## src/hdl/biou_pkg.sv

```systemverilog
// Shared constants and types for the box intersection-over-union block.
package biou_pkg;

    localparam int COORD_BITS_DEF = 16;
    localparam int FRAC_BITS_DEF  = 16;
    localparam int RATIO_BITS     = 17;

    typedef struct packed {
        logic valid;
        logic invalid;
        logic zero;
        logic full;
    } biou_ctrl_t;

endpackage

```

## src/hdl/biou_skid.sv

```systemverilog
// Output register with a skid stage so upstream ready depends on registers only.
module biou_skid
    import biou_pkg::*;
#(
    parameter int DW = RATIO_BITS + 1
)
(
    input  logic          clk,
    input  logic          rst_n,
    input  logic          in_valid,
    output logic          in_ready,
    input  logic [DW-1:0] in_data,
    output logic          out_valid,
    input  logic          out_ready,
    output logic [DW-1:0] out_data
);

    logic          out_valid_reg, out_valid_next;
    logic          sk_valid_reg, sk_valid_next;
    logic [DW-1:0] out_data_reg, out_data_next;
    logic [DW-1:0] sk_data_reg, sk_data_next;

    always_comb
    begin
        out_valid_next = out_valid_reg;
        out_data_next  = out_data_reg;
        sk_valid_next  = sk_valid_reg;
        sk_data_next   = sk_data_reg;
        if (out_ready || !out_valid_reg)
        begin
            if (sk_valid_reg)
            begin
                out_valid_next = 1'b1;
                out_data_next  = sk_data_reg;
                sk_valid_next  = 1'b0;
            end
            else
            begin
                out_valid_next = in_valid;
                out_data_next  = in_data;
            end
        end
        else if (in_valid && !sk_valid_reg)
        begin
            sk_valid_next = 1'b1;
            sk_data_next  = in_data;
        end
    end

    always_ff @(posedge clk or negedge rst_n)
    begin
        if (!rst_n)
        begin
            out_valid_reg <= 1'b0;
            sk_valid_reg  <= 1'b0;
        end
        else
        begin
            out_valid_reg <= out_valid_next;
            sk_valid_reg  <= sk_valid_next;
        end
    end

    always_ff @(posedge clk)
    begin
        out_data_reg <= out_data_next;
        sk_data_reg  <= sk_data_next;
    end

    assign in_ready  = !sk_valid_reg;
    assign out_valid = out_valid_reg;
    assign out_data  = out_data_reg;

endmodule

```

## config.mk

```make
export PLATFORM = sky130hd
export DESIGN_NAME = biou_skid
export DESIGN_NICKNAME = d
export VERILOG_FILES = /design/src/hdl/biou_pkg.sv /design/src/hdl/biou_skid.sv
export SDC_FILE = /design/constraint.sdc
export NUM_CORES = 1
export LEC_CHECK = 0
export BUFFER_PORTS_ARGS = -buffer_cell sky130_fd_sc_hd__buf_4
export CORE_ASPECT_RATIO = 0.5
export CORE_MARGIN = 2
export CORE_UTILIZATION = 54
export CTS_CLUSTER_DIAMETER = 120
export DETAILED_ROUTE_END_ITERATION = 8
export PLACE_DENSITY = 0.83
export SETUP_SLACK_MARGIN = 0.5
export SYNTH_ARGS = -nofsm -noshare
export SYNTH_HDL_FRONTEND = slang
export SYNTH_SLANG_ARGS = --single-unit
```

## constraint.sdc

```tcl
create_clock -name clk -period 4.9 [get_ports clk]
set_input_delay 0.98 -clock clk [delete_from_list [all_inputs] [get_ports clk]]
set_output_delay 0.98 -clock clk [all_outputs]
set_load 0.01 [all_outputs]
```

==> flow_metrics.py <==
metrics = {
    "outcome": {
        "status": "finished, final reports clean",
    },
    "timing": {
        "timing_worst_slew_pin_value_ns": 0.918,
        "worst_slew_margin_rel": 0.388,
        "final_setup_violating_endpoints": 0,
        "grt_setup_unrepaired": "no",
        "fin_hold_ws_ns": 0.467,
        "post_layout_minimum_cycle_time_ns": 2.69,
        "timing.final.crit_share": 0.550,
        "report.final.hold_viol_count": 0,
        "maxClockFrequency_mhz": 371,
        "finalSetupTns_ns": 0,
        "slew_viol_final": 0,
        "worst_clock_skew_ns": 0.00620,
        "final.setup.worst_slack_ns": 2.21,
    },
    "pwr": {
        "leakagePower_nw": 0.760,
        "power_density_mw_per_mm2": 360,
        "power.total_uw": 677,
        "ir_drop_mv": 0.227,
    },
    "detailed_routing": {
        "postRouteWirelength_um": 2320,
        "postRouteAntennaNets": 0,
        "detail_route.iter0.violations": 34,
        "wire_per_inst_um": 15.5,
        "drc_violations_left": 0,
        "first_pass_iters": 4,
        "detailroute.via_count": 728,
        "vias_per_cell": 4.85,
    },
    "placement": {
        "gp_routability_congestion": 0.723,
        "pre_cts_slack_ns": 1.90,
        "postPlaceCellArea_mm2": 0.00180,
        "dp.final_hpwl_um": 1690,
        "numPlacedInstances": 142,
        "port-buffer-count": 41,
    },
    "final_layout": {
        "final_net_count": 134,
        "area_growth_syn_to_layout_pct": 29.8,
        "multiInputGateArea_um2": 297,
        "finish.instance_area_mm2": 0.00188,
        "drive_gt1_frac": 0.593,
        "seqCellArea_mm2": 0.00113,
        "most-common-layout-cells": "buf_4 (43), edfxtp_1 (36), mux2_4 (17)",
        "total_inserted_antenna_cells": 0,
        "filler_cell_count": 155,
        "layout_commonest_cell": "buf_4",
        "finish.utilization": 0.732,
        "finish.cell_count_without_fillers": 150,
    },
    "clocking": {
        "cts_hold_repair.buffers": 0,
        "tritoncts.num_buffers": 5,
        "post_cts_resize_count": 0,
        "ctsRootBufferMaster": "clkbuf_8",
        "postCtsSetupBuffers": 0,
        "cts.reportedPaths.clkPinSlew_ns": 0.07,
        "maximum_root_to_sink_buffer_count": 2,
        "clock_tree_from_tritoncts": "built",
        "worst_skew_pair.late_latency_ns": 0.28,
        "htree_levels": 2,
        "numClockSinks": 38,
    },
    "worst_setup_path": {
        "worstReg2RegEnd": "sk_data_reg[4]",
        "timing.critical_path.required_ns": 4.88,
        "worstReg2RegStart": "out_valid",
        "critical_path.startpoint_type": "input pin",
        "worstPathArrival_ns": 2.68,
        "kind_of_end_point_of_the_critical_path": "flip-flop",
        "timing.critical_path.fanout_max": 21,
        "worst-setup-path-type": "in -> reg",
        "ff2ff_path_depth": 3,
        "ff2ff_setup_slack_ns": 2.72,
    },
    "global_route": {
        "number_of_global_route_vias_before_repair": 754,
        "maximum_number_of_pins_on_one_net_before_global_route_repair": 22,
        "grt_use_total": 0.165,
        "gr-total-overflow": 0,
        "first_pass_grt_wire_length_um": 3480,
        "initial_antenna_violation_count": 0,
    },
    "synthesis": {
        "synthDistinctLibCells": 10,
        "synth_top_area_share": 0.746,
        "ys_ff_latch": 38,
        "count_of_warnings_emitted_by_yosys": 0,
        "synth_top_area_cell": "edfxtp_1",
        "synth_area_per_cell_um2": 22.6,
        "mappedNetlistNets": 86,
        "ys_seq_area_frac": 0.781,
        "synthesis.area_mm2": 0.00145,
        "netlist_top_cells_area": "edfxtp_1 (75%), mux2_4 (18%), dfrtp_1 (3.5%)",
        "syn_inst": 64,
    },
    "die": {
        "die_outline_area_mm2": 0.00314,
        "num_rows": 13,
        "core_region_area_mm2": 0.00257,
        "floorplan.initialDensity": 0.564,
        "die_h_um": 40.6,
        "fp.dieW_um": 77.3,
        "io-pin-count": 42,
    },
    "min_path": {
        "hp-class": "in -> async",
    },
    "flow_run": {
        "max_cap_viol_count": 0,
    },
}
==> synthesized netlist by cell type (all sizes together) <==
library cell / number
nand2b: 1
nor2: 2
edfxtp: 36
nand2: 1
buf: 2
nor3b: 1
mux2: 18
inv: 1
dfrtp: 2
==> worst max-delay path by stage <==
stage | startpoint | endpoint | slack (ns)
floorplan | out_ready | sk_data_reg[0] | 1.51
global placement | out_ready | sk_data_reg[0] | 2.01
detailed placement | out_ready | sk_data_reg[5] | 1.90
CTS | out_ready | sk_data_reg[5] | 2.19
global route | out_ready | sk_data_reg[4] | 2.07
finish | out_ready | sk_data_reg[4] | 2.21
==> worst max-delay path: stages <==
cell and delay (ns):
buf_4 0.10, nand2b_1 0.56, nor3b_2 0.72, buf_4 0.31
==> metal layers <==
layer	vias to the layer above	part of all wire	global-route usage
li1	341	-	-
met5	-	0	0
met4	0	0.018	0.0848
met2	25	0.55	0.333
met1	357	0.37	0.162
met3	5	0.066	0.0617
==> logic make-up after synthesis <==
kind of cell | Yosys count | synth area share
DFF | 38 | 0.781
and+or+nand+nor | 5 | 0.0173
buffers and inverters | 3 | 0.0181
muxes | 18 | 0.184
==> area by class of cell <==
type,instances,share of cell area
Sequential cell,38,0.601
Timing Repair Buffer,43,0.172
Multi-Input combinational cell,23,0.158
Clock buffer,8,0.0426
Tap cell,37,0.0246
Inverter,1,0.00200
==> where the power goes <==
group / total [mW] / internal (mW) / switching [mW]
sequential: 0.390 / 0.383 / 0.00640
combinational: 0.0881 / 0.0508 / 0.0372
clock: 0.199 / 0.101 / 0.0981
No activity file was read; power rests on OpenSTA's default activity.
