===== src/hdl/biou_pkg.sv =====
// Shared constants and types for the box intersection-over-union block.
package biou_pkg;

    localparam int COORD_BITS_DEF = 16;
    localparam int FRAC_BITS_DEF  = 16;
    localparam int RATIO_BITS     = 17;

    typedef struct packed {
        logic valid;
        logic invalid;
        logic zero;
        logic full;
    } biou_ctrl_t;

endpackage


===== src/hdl/biou_front.sv =====
// Front pipeline: spans and checks, areas, then union and the full-overlap flag.
module biou_front
    import biou_pkg::*;
#(
    parameter int COORD_BITS = COORD_BITS_DEF
)
(
    input  logic                    clk,
    input  logic                    rst_n,
    input  logic                    en,
    input  logic                    valid,
    input  logic [COORD_BITS-1:0]   a_xmin,
    input  logic [COORD_BITS-1:0]   a_xmax,
    input  logic [COORD_BITS-1:0]   a_ymin,
    input  logic [COORD_BITS-1:0]   a_ymax,
    input  logic [COORD_BITS-1:0]   b_xmin,
    input  logic [COORD_BITS-1:0]   b_xmax,
    input  logic [COORD_BITS-1:0]   b_ymin,
    input  logic [COORD_BITS-1:0]   b_ymax,
    output biou_ctrl_t              ctrl,
    output logic [2*COORD_BITS+1:0] num,
    output logic [2*COORD_BITS+1:0] den
);

    localparam int SW = COORD_BITS + 1;
    localparam int AW = 2 * COORD_BITS + 2;

    logic [COORD_BITS-1:0] left, right, top, bottom;
    logic                  invalid_c, empty_c;

    biou_ctrl_t    ctrl_a_reg, ctrl_a_next;
    biou_ctrl_t    ctrl_b_reg, ctrl_b_next;
    biou_ctrl_t    ctrl_c_reg, ctrl_c_next;
    logic [SW-1:0] span_ax_reg, span_ay_reg, span_bx_reg, span_by_reg;
    logic [SW-1:0] span_ix_reg, span_iy_reg;
    logic [AW-1:0] area_a_reg, area_b_reg, area_i_reg;
    logic [AW-1:0] uni_c;
    logic [AW-1:0] num_reg, den_reg;

    always_comb
    begin
        left      = (a_xmin > b_xmin) ? a_xmin : b_xmin;
        right     = (a_xmax < b_xmax) ? a_xmax : b_xmax;
        top       = (a_ymin > b_ymin) ? a_ymin : b_ymin;
        bottom    = (a_ymax < b_ymax) ? a_ymax : b_ymax;
        invalid_c = !(a_xmin < a_xmax) || !(a_ymin < a_ymax)
                 || !(b_xmin < b_xmax) || !(b_ymin < b_ymax);
        empty_c   = (right < left) || (bottom < top);

        ctrl_a_next         = '0;
        ctrl_a_next.valid   = valid;
        ctrl_a_next.invalid = invalid_c;
        ctrl_a_next.zero    = invalid_c || empty_c;

        ctrl_b_next = ctrl_a_reg;

        uni_c            = area_a_reg + area_b_reg - area_i_reg;
        ctrl_c_next      = ctrl_b_reg;
        ctrl_c_next.full = area_i_reg >= uni_c;
    end

    always_ff @(posedge clk or negedge rst_n)
    begin
        if (!rst_n)
        begin
            ctrl_a_reg <= '0;
            ctrl_b_reg <= '0;
            ctrl_c_reg <= '0;
        end
        else if (en)
        begin
            ctrl_a_reg <= ctrl_a_next;
            ctrl_b_reg <= ctrl_b_next;
            ctrl_c_reg <= ctrl_c_next;
        end
    end

    always_ff @(posedge clk)
    begin
        if (en)
        begin
            span_ax_reg <= SW'(a_xmax) - SW'(a_xmin) + SW'(1);
            span_ay_reg <= SW'(a_ymax) - SW'(a_ymin) + SW'(1);
            span_bx_reg <= SW'(b_xmax) - SW'(b_xmin) + SW'(1);
            span_by_reg <= SW'(b_ymax) - SW'(b_ymin) + SW'(1);
            span_ix_reg <= SW'(right) - SW'(left) + SW'(1);
            span_iy_reg <= SW'(bottom) - SW'(top) + SW'(1);

            area_a_reg  <= AW'(span_ax_reg) * AW'(span_ay_reg);
            area_b_reg  <= AW'(span_bx_reg) * AW'(span_by_reg);
            area_i_reg  <= AW'(span_ix_reg) * AW'(span_iy_reg);

            num_reg     <= area_i_reg;
            den_reg     <= uni_c;
        end
    end

    assign ctrl = ctrl_c_reg;
    assign num  = num_reg;
    assign den  = den_reg;

endmodule


===== config.mk =====
export PLATFORM = sky130hd
export DESIGN_NAME = biou_front
export DESIGN_NICKNAME = d
export VERILOG_FILES = /design/src/hdl/biou_pkg.sv /design/src/hdl/biou_front.sv
export SDC_FILE = /design/constraint.sdc
export NUM_CORES = 2
export LEC_CHECK = 0
export BUFFER_PORTS_ARGS = -buffer_cell sky130_fd_sc_hd__buf_2
export CORE_ASPECT_RATIO = 2
export CORE_UTILIZATION = 35
export CTS_CLUSTER_DIAMETER = 150
export DETAILED_ROUTE_END_ITERATION = 7
export SLEW_MARGIN = 20
export SYNTH_ARGS = -nofsm -noshare
export SYNTH_HDL_FRONTEND = slang
export SYNTH_SLANG_ARGS = --single-unit

===== constraint.sdc =====
create_clock -name clk -period 6.85 [get_ports clk]
set_clock_uncertainty 0.1 [all_clocks]
set_input_delay 1.0275 -clock clk [delete_from_list [all_inputs] [get_ports clk]]
set_output_delay 1.0275 -clock clk [all_outputs]
set_load 0.02 [all_outputs]

==> impl_metrics.tcl <==
set metrics [dict create \
    critPathLaunchType "flip-flop" \
    synthArstFlopShare_pct 3.55 \
    cts_tree "done" \
    setup-violations-final 0 \
    status "finished clean" \
    synth-edff-count 272 \
    post-route-period-util_pct 96.0 \
    dr.pass1.iters 5 \
    grt_pass1_wl_um 241000 \
    synth-seq-cells 282 \
    min_period_ps 6580 \
    cp.required_ps 7130 \
    insertion_delay_ps 690 \
    place.gp.congestion 0.988 \
    finalHoldViolCount 0 \
    antenna_found_initial 21 \
    first_iter_violations 1739 \
    end_kind "flip-flop" \
    seq_area_frac_synth_pct 16.8 \
    io_pins 204 \
    stdcell_area_mm2 0.0553 \
    yosysWarnings 0 \
    setup_ws_ps 273 \
    post_dp_cell_area_mm2 0.0538 \
    hpwl_um 139000 \
    row_count 196 \
    slew_headroom_pct 25.2 \
    busiest_layer "met2" \
    fillers 14365 \
    wl_per_cell_um 21.2 \
    grt_pass1_vias 40977 \
    maxCapViolCount 0 \
    grtUsageMet1_pct 21.5 \
    netlist_area_mm2 0.0502 \
    clk_pin_slew_ps 80 \
    crit_type "reg2reg" \
    pre_cts_slack_ps 216 \
    grt.met3_usage_pct 1.72 \
    cp.arrival_ps 6860 \
    clk_path_buf_depth 3 \
    max_slew.worst_pin.slew_ps 1090 \
    finalWirelength_um 159000 \
    drc 0 \
    yosysUniqueCellTypes 68 \
    clock.fmax_mhz 152 \
    grt.overflow.total 0 \
    grt_max_degree 132 \
    root_buffer "clkbuf_16" \
    grt_setup_unrepaired "false" \
    cts_buffers 30 \
    final_cell_mix "inv_1, fa_1, ha_1, nand2_1, and2_1" \
    synth.net_count 6930 \
    via_per_inst 5.02 \
    area_growth_syn_to_layout_pct 10.3 \
    core-area_mm2 0.142 \
    clkSinkCount 282 \
    holdCritPathClass "in2async" \
    fp.dieW_um 270 \
    initial_core_util_pct 35.2 \
    die_area_mm2 0.145 \
    grt_use_met2_pct 43.6 \
    drive_above_1_share_pct 7.65 \
    syn_area_per_cell_um2 9.35 \
    detail-route-antenna-nets 0 \
    nets 7163 \
    grt_usage_pct 22.0 \
    port_buffers 203 \
    finalSetupTns_ps 0 \
    crit_fanout 17 \
    synth_cells 5366 \
    h-tree-depth 1 \
    report.final.slew_viol_count 0 \
    synth_top_flop_cell "edfxtp_1" \
    dieHeight_um 538 \
    vias 37710 \
    final_common_cell "inv_1" \
]
-- area by class of cell --
type / count / area [um2] / share of cell area [%]
inverters: 1177 / 4420 / 7.98
clock inverters: 24 / 288 / 0.520
diodes: 11 / 27.5 / 0.0497
repair buffers: 345 / 2220 / 4.01
flip-flops and latches: 282 / 8420 / 15.2
clock buffers: 32 / 758 / 1.37
well taps: 1881 / 2350 / 4.25
multi-input cells: 3763 / 36900 / 66.6
-- critical path, cell delays in order, from the launching register on --
cell      delay [ps]
edfxtp_1         760
nand2_1          160
fa_1             540
fa_1             520
fa_1             510
inv_1             60
fa_1             500
fa_1             500
inv_1             50
fa_1             470
inv_1             50
ha_1             360
nand2_1          100
nor2_1           150
a31oi_1          160
a21oi_1          370
o22ai_2          190
o31ai_1          440
a21oi_1          160
xnor2_1          140
-- layer usage --
metal	vias to the layer above	part of all wire [%]
li1	17457	-
met1	18830	34
met2	1037	55
met3	378	3.2
met4	8	7.4
met5	-	0.030
-- kinds of logic after synthesis --
logic type      share of synthesized area (%)
compound gates                           8.73
xor+xnor                                 3.49
simple gates                             13.4
flops                                    16.8
fa+ha+maj                                46.6
buf+inv                                  9.88
mux                                      1.12
-- per-stage QoR --
step / std cells / util (%) / hold slack, ps
after floorplan: 5366 / - / 345
after global placement: 7401 / 37.8 / 387
after detailed placement: 7401 / 37.8 / 390
after CTS: 7457 / 38.5 / 126
after global routing: 7513 / 38.8 / 168
final: 7515 / 38.8 / 164
-- final timing paths --
| check | to | start | slack [ps] | depth (start not counted) |
|---|---|---|---|---|
| max reg2reg | area_b_reg[29]$_DFFE_PP_ | span_bx_reg[11]$_DFFE_PP_ | 270 | 19 |
| min | ctrl[0]$_DFFE_PN0P_ | rst_n | 160 | 1 |
| max | area_b_reg[29]$_DFFE_PP_ | span_bx_reg[11]$_DFFE_PP_ | 270 | 19 |
| max in group asynchronous | ctrl[3]$_DFFE_PN0P_ | rst_n | 6170 | 1 |
| min in group clk | ctrl[1]$_DFFE_PN0P_ | ctrl_b_reg[1]$_DFFE_PN0P_ | 400 | 1 |
| min reg2reg | ctrl[1]$_DFFE_PN0P_ | ctrl_b_reg[1]$_DFFE_PN0P_ | 400 | 1 |
-- timing repair --
item	in CTS	in global routing
setup buffers	0	47
hold buffers	0	0
setup endpoints to repair	0	9
gates resized for setup	0	2
-- cells in the mapped netlist, drive strengths merged, types with 29 or more instances --
cell type	n	share of area [%]
inv	1177	8.8
fa	729	29
ha	703	18
nand2	630	4.7
and2	378	4.7
edfxtp	272	16
a21oi	202	2.0
o21ai	149	1.5
xnor2	140	2.4
clkbuf	139	1.0
nor2	126	0.94
a21o	125	1.9
xor2	60	1.0
nand4	54	0.67
mux2i	47	0.94
o21a	41	0.61
nand3	39	0.39
nor2b	37	0.46
nor3	30	0.30
nand2b	29	0.36
Power is not shown: default switching activity piles up to over one toggle a cycle in this logic, so the estimate is an artifact.
