===== src/hdl/biou_pkg.sv =====
// Shared constants and types for the box intersection-over-union block.
package biou_pkg;

    localparam int COORD_BITS_DEF = 16;
    localparam int FRAC_BITS_DEF  = 16;
    localparam int RATIO_BITS     = 17;

    typedef struct packed {
        logic valid;
        logic invalid;
        logic zero;
        logic full;
    } biou_ctrl_t;

endpackage


===== src/hdl/biou_div_cell.sv =====
// One restoring-division cell: yields one quotient bit and passes on the remainder.
module biou_div_cell
    import biou_pkg::*;
#(
    parameter int AW = 2 * COORD_BITS_DEF + 2,
    parameter int QW = FRAC_BITS_DEF
)
(
    input  logic          clk,
    input  logic          rst_n,
    input  logic          en,
    input  biou_ctrl_t    ctrl_in,
    input  logic [AW-1:0] rem_in,
    input  logic [AW-1:0] den_in,
    input  logic [QW-1:0] q_in,
    output biou_ctrl_t    ctrl_out,
    output logic [AW-1:0] rem_out,
    output logic [AW-1:0] den_out,
    output logic [QW-1:0] q_out
);

    biou_ctrl_t  ctrl_reg;
    logic [AW:0] sh, diff;
    logic        ge;
    logic [AW-1:0] rem_next, rem_reg, den_reg;
    logic [QW-1:0] q_next, q_reg;

    always_comb
    begin
        sh       = {rem_in, 1'b0};
        ge       = sh >= {1'b0, den_in};
        diff     = sh - {1'b0, den_in};
        rem_next = ge ? diff[AW-1:0] : sh[AW-1:0];
        q_next   = {q_in[QW-2:0], ge};
    end

    always_ff @(posedge clk or negedge rst_n)
    begin
        if (!rst_n)
        begin
            ctrl_reg <= '0;
        end
        else if (en)
        begin
            ctrl_reg <= ctrl_in;
        end
    end

    always_ff @(posedge clk)
    begin
        if (en)
        begin
            rem_reg <= rem_next;
            den_reg <= den_in;
            q_reg   <= q_next;
        end
    end

    assign ctrl_out = ctrl_reg;
    assign rem_out  = rem_reg;
    assign den_out  = den_reg;
    assign q_out    = q_reg;

endmodule


===== config.mk =====
export PLATFORM = sky130hd
export DESIGN_NAME = biou_div_cell
export DESIGN_NICKNAME = d
export VERILOG_FILES = /design/src/hdl/biou_pkg.sv /design/src/hdl/biou_div_cell.sv
export SDC_FILE = /design/constraint.sdc
export NUM_CORES = 1
export LEC_CHECK = 0
export ABC_AREA = 1
export BUFFER_PORTS_ARGS = -buffer_cell sky130_fd_sc_hd__buf_2
export CAP_MARGIN = 20
export CELL_PAD_IN_SITES_DETAIL_PLACEMENT = 0
export CELL_PAD_IN_SITES_GLOBAL_PLACEMENT = 1
export CORE_MARGIN = 5
export CORE_UTILIZATION = 35
export DETAILED_ROUTE_END_ITERATION = 10
export PLACE_DENSITY_LB_ADDON = 0.1
export SYNTH_ARGS = -nofsm -noshare
export SYNTH_HDL_FRONTEND = slang
export SYNTH_SLANG_ARGS = --single-unit

===== constraint.sdc =====
create_clock -name clk -period 1.2 [get_ports clk]
set_input_delay 0.12 -clock clk [delete_from_list [all_inputs] [get_ports clk]]
set_output_delay 0.12 -clock clk [all_outputs]
set_load 0.03 [all_outputs]

==> results.py <==
metrics = {
    "placement": {
        "place_hpwl_um": 14700,
        "post-place-ws_ns": -1.06,
        "portBuffers": 177,
        "place.gp.congestion": 0.856,
    },
    "timing": {
        "worst_slew_pin_slew_ns": 0.308,
        "max_freq_mhz": 613,
        "slew_headroom_pct": 79.4,
        "hold_violations": 0,
        "clock_skew_ns": 0,
        "fin_ws_ns": -0.430,
        "period_minus_slack_ns": 1.63,
        "fin_crit_sh_pct": 136,
        "report.final.slew_viol_count": 0,
        "rsz0062_at_grt": "yes",
        "fin_setup_tns_ns": -14.06,
        "final-setup-viol-count": 35,
    },
    "yosys": {
        "ys_seq_elements": 88,
        "synth_simple_gate_area_share_pct": 28.8,
        "synth_cell_types": 29,
        "synthCells": 741,
        "synth_top_area_share_pct": 44.1,
        "synth_mux_area_share_pct": 0.787,
        "ys_warn_count": 0,
        "synth_top_family_by_area": "simple AND/OR/NAND/NOR gates",
        "syn_avg_cell_area_um2": 7.72,
        "synth_seq_area_share_pct": 45.8,
        "synth_area_leader_cell": "edfxtp_1",
        "synth-xor-area-share_pct": 2.76,
        "synth.area.top_cells": "edfxtp_1 44%, nand2_1 19%, inv_1 8.7%",
        "synthesis.area_um2": 5720,
        "synthAdderAreaFrac_pct": 7.79,
        "synthesis.nets": 867,
        "synth_compound_area_share_pct": 3.96,
    },
    "cts": {
        "clk_pin_slew_ns": 0.07,
        "cts_root_buf": "clkbuf_16",
        "cts_max_level": 3,
        "clockBufferDepth": 2,
        "clk_latency_ns": 0.34,
        "cts_num_sinks": 88,
        "cts_tree": "yes",
        "numCtsBuffers": 9,
    },
    "worst_setup_path": {
        "cp_cell_sequence": "buf_8 -> buf_6 -> ha_4 -> nand2_4 -> nor2_4 -> nor2_4 -> inv_2 -> nand2_2 -> nand3_2 -> nand2_2 -> nand2_2 -> nand2_4 -> nand2_8 -> clkinv_8 -> clkbuf_16 -> nand2_1 -> nand2_1",
        "max_stage_delay_ns": 0.29,
        "cp_slowest_cell": "ha_4",
        "endpoint_kind": "flop",
        "r2r_slack_ns": 0.43,
        "cp_num_cells": 17,
        "crit_buf_inv": 5,
        "reg2reg_depth": 1,
        "startpoint_type": "input port",
        "worstSetupPathType": "in -> reg",
        "crit_required_ns": 1.30,
        "reg2reg_from": "ctrl_out[3]$_DFFE_PN0P_",
        "critPathMostFrequentCell": "nand2_2",
        "crit_end": "rem_out[11]$_DFFE_PP_",
        "r2r-end": "ctrl_out[3]$_DFFE_PN0P_",
        "path_delay_family": "simple AND/OR/NAND/NOR gates",
        "worstPathArrival_ns": 1.73,
        "crit_start": "rem_in[0]",
        "cp_max_fo": 8,
    },
    "routing": {
        "wl_per_cell_um": 14.8,
        "via_per_inst": 4.39,
        "drtPass1Iterations": 4,
        "num_vias": 5840,
        "drtIter0Drc": 232,
        "drt_wl_total_um": 19600,
        "postRouteAntennaNets": 0,
        "drcViolationCount": 0,
    },
    "pwr": {
        "seqPwrFrac_pct": 34.6,
        "max-vdd-ir-drop_mv": 0.793,
        "switching_share_pct": 34.6,
        "power_density_nw_per_um2": 1110,
        "switchingPower_mw": 3.85,
        "pwr-share-comb_pct": 38.9,
        "clock_power_share_pct": 26.5,
        "p_leak_nw": 4.94,
        "p_int_mw": 7.28,
        "total_power_mw": 11.1,
    },
    "run": {
        "drv_cap": 0,
    },
    "layout": {
        "fin_nets": 1235,
        "layout.area.seq_um2": 2620,
        "diodes": 0,
        "multi_input_area_um2": 3520,
        "fill_cells": 1391,
        "area_growth_pct": 75.4,
        "drive_gt1_share_pct": 49.0,
    },
    "die": {
        "die_w_um": 138,
        "start_util_pct": 35.9,
        "ioPinCount": 179,
        "num_rows": 46,
        "die-area_um2": 19000,
        "die_y_um": 138,
        "core_um2": 15900,
    },
    "grt": {
        "antenna_found_initial": 0,
        "grt_pass1_vias": 5737,
        "grt_util_all_layers_pct": 19.6,
        "grt_pass1_wl_um": 28700,
        "grt_start_max_net_pins": 35,
        "gr-total-overflow": 0,
    },
    "run_status": {
        "violations": "setup timing",
        "outcome": "finished, violations left",
    },
    "hold_path": {
        "hold_class": "in -> reg",
    },
}
[cell usage after synthesis]
master,count
or2_1,1
fa_1,1
buf_6,3
edfxtp_1,84
ha_1,34
inv_2,4
nand2_2,3
nor2_1,59
dfrtp_1,4
nor3_1,6
inv_4,1
nand3_2,1
xor2_1,15
nand3b_1,6
o21bai_1,2
a21oi_1,27
nand3_1,29
o21ai_0,12
nand2_4,1
a21oi_2,1
nor2_2,2
mux2_2,4
inv_1,133
nand2_1,296
a21o_1,1
buf_4,3
xnor2_1,3
nand4_1,4
nor3_2,1
[through the flow]
step           instance area, um2  utilization, %  cells  hold slack [ns]
3_3_place_gp                 8260            51.8   1245          -0.0792
4_1_cts                      9190            57.6   1312          0.00176
5_1_grt                     10000            62.9   1330          0.00377
2_1_floorplan                6250               -    741           -0.176
6_report                    10000            62.9   1330           0.0134
3_5_place_dp                 8260            51.8   1245          -0.0705
[worst min path at each step]
stage,start,endpoint,slack (ns),cells past startpoint
2_1_floorplan,rst_n,ctrl_out[0]$_DFFE_PN0P_,-0.18,0
3_3_place_gp,rst_n,ctrl_out[3]$_DFFE_PN0P_,-0.08,1
3_5_place_dp,rst_n,ctrl_out[0]$_DFFE_PN0P_,-0.07,1
4_1_cts,ctrl_in[2],ctrl_out[2]$_DFFE_PN0P_,0.002,2
5_1_grt,ctrl_in[2],ctrl_out[2]$_DFFE_PN0P_,0.004,2
6_report,ctrl_in[2],ctrl_out[2]$_DFFE_PN0P_,0.01,2
[layout by cell type (no fill, tap or decap), types with 12 or more instances in the layout]
cell and count:
edfxtp_1 84, nand2_2 70, buf_6 21, xor2_1 15
nand2_1 206, nand2_4 23, nor2_1 38, clkbuf_16 13
dlygate4sd3_1 50, nand3_1 27, buf_2 150, a21oi_1 15
inv_2 27, buf_4 130, inv_1 99, ha_4 33
nor2_4 12
[cell families (layout without fill, tap and decap cells)]
family / after synthesis / after routing
AOI/OAI and AO/OA: 43 / 43
DFF: 88 / 88
buffers and inverters: 144 / 517
xor gates and xnor gates: 18 / 18
muxes: 4 / 4
and+or+nand+nor: 409 / 409
adders and majority gates: 35 / 35
[registers in the layout, indices dropped and copies added (netlist names)]
| register | count |
|---|---|
| q_out | 16 |
| ctrl_out | 4 |
| den_out | 34 |
| rem_out | 34 |
[cell type report]
cell class,instances,area share (%)
flip-flops and latches,88,26.1
inverters,138,5.84
clock buffers,10,2.28
clock inverters,6,0.773
multi-input cells,509,35.1
well taps,216,2.69
repair buffers,363,27.2
[power by group through the flow]
stage          Combinational (mW)  Sequential [mW]  Clock (mW)
2_1_floorplan                1.48             4.61           0
3_3_place_gp                 3.63             3.90           0
3_5_place_dp                 3.64             3.91           0
4_1_cts                      3.88             3.85        3.03
5_1_grt                      4.69             3.88        3.15
6_report                     4.33             3.85        2.95
[what timing repair did]
action / CTS / global route
cloned: 1 / 4
endpoints found under the setup margin: 35 / 35
resized for setup: 34 / 181
hold buffers: 47 / 3
buffers inserted: 3 / 11
endpoints found under the hold margin: 50 / 3
pin swaps: 5 / 18
[routing by layer]
metal | routed length, um | track usage (%)
met1 | 8780 | 26.4
met2 | 9430 | 33.3
met3 | 1080 | 2.81
met4 | 355 | 4.94
met5 | 0 | 0
(Power assumes the default switching activity.)
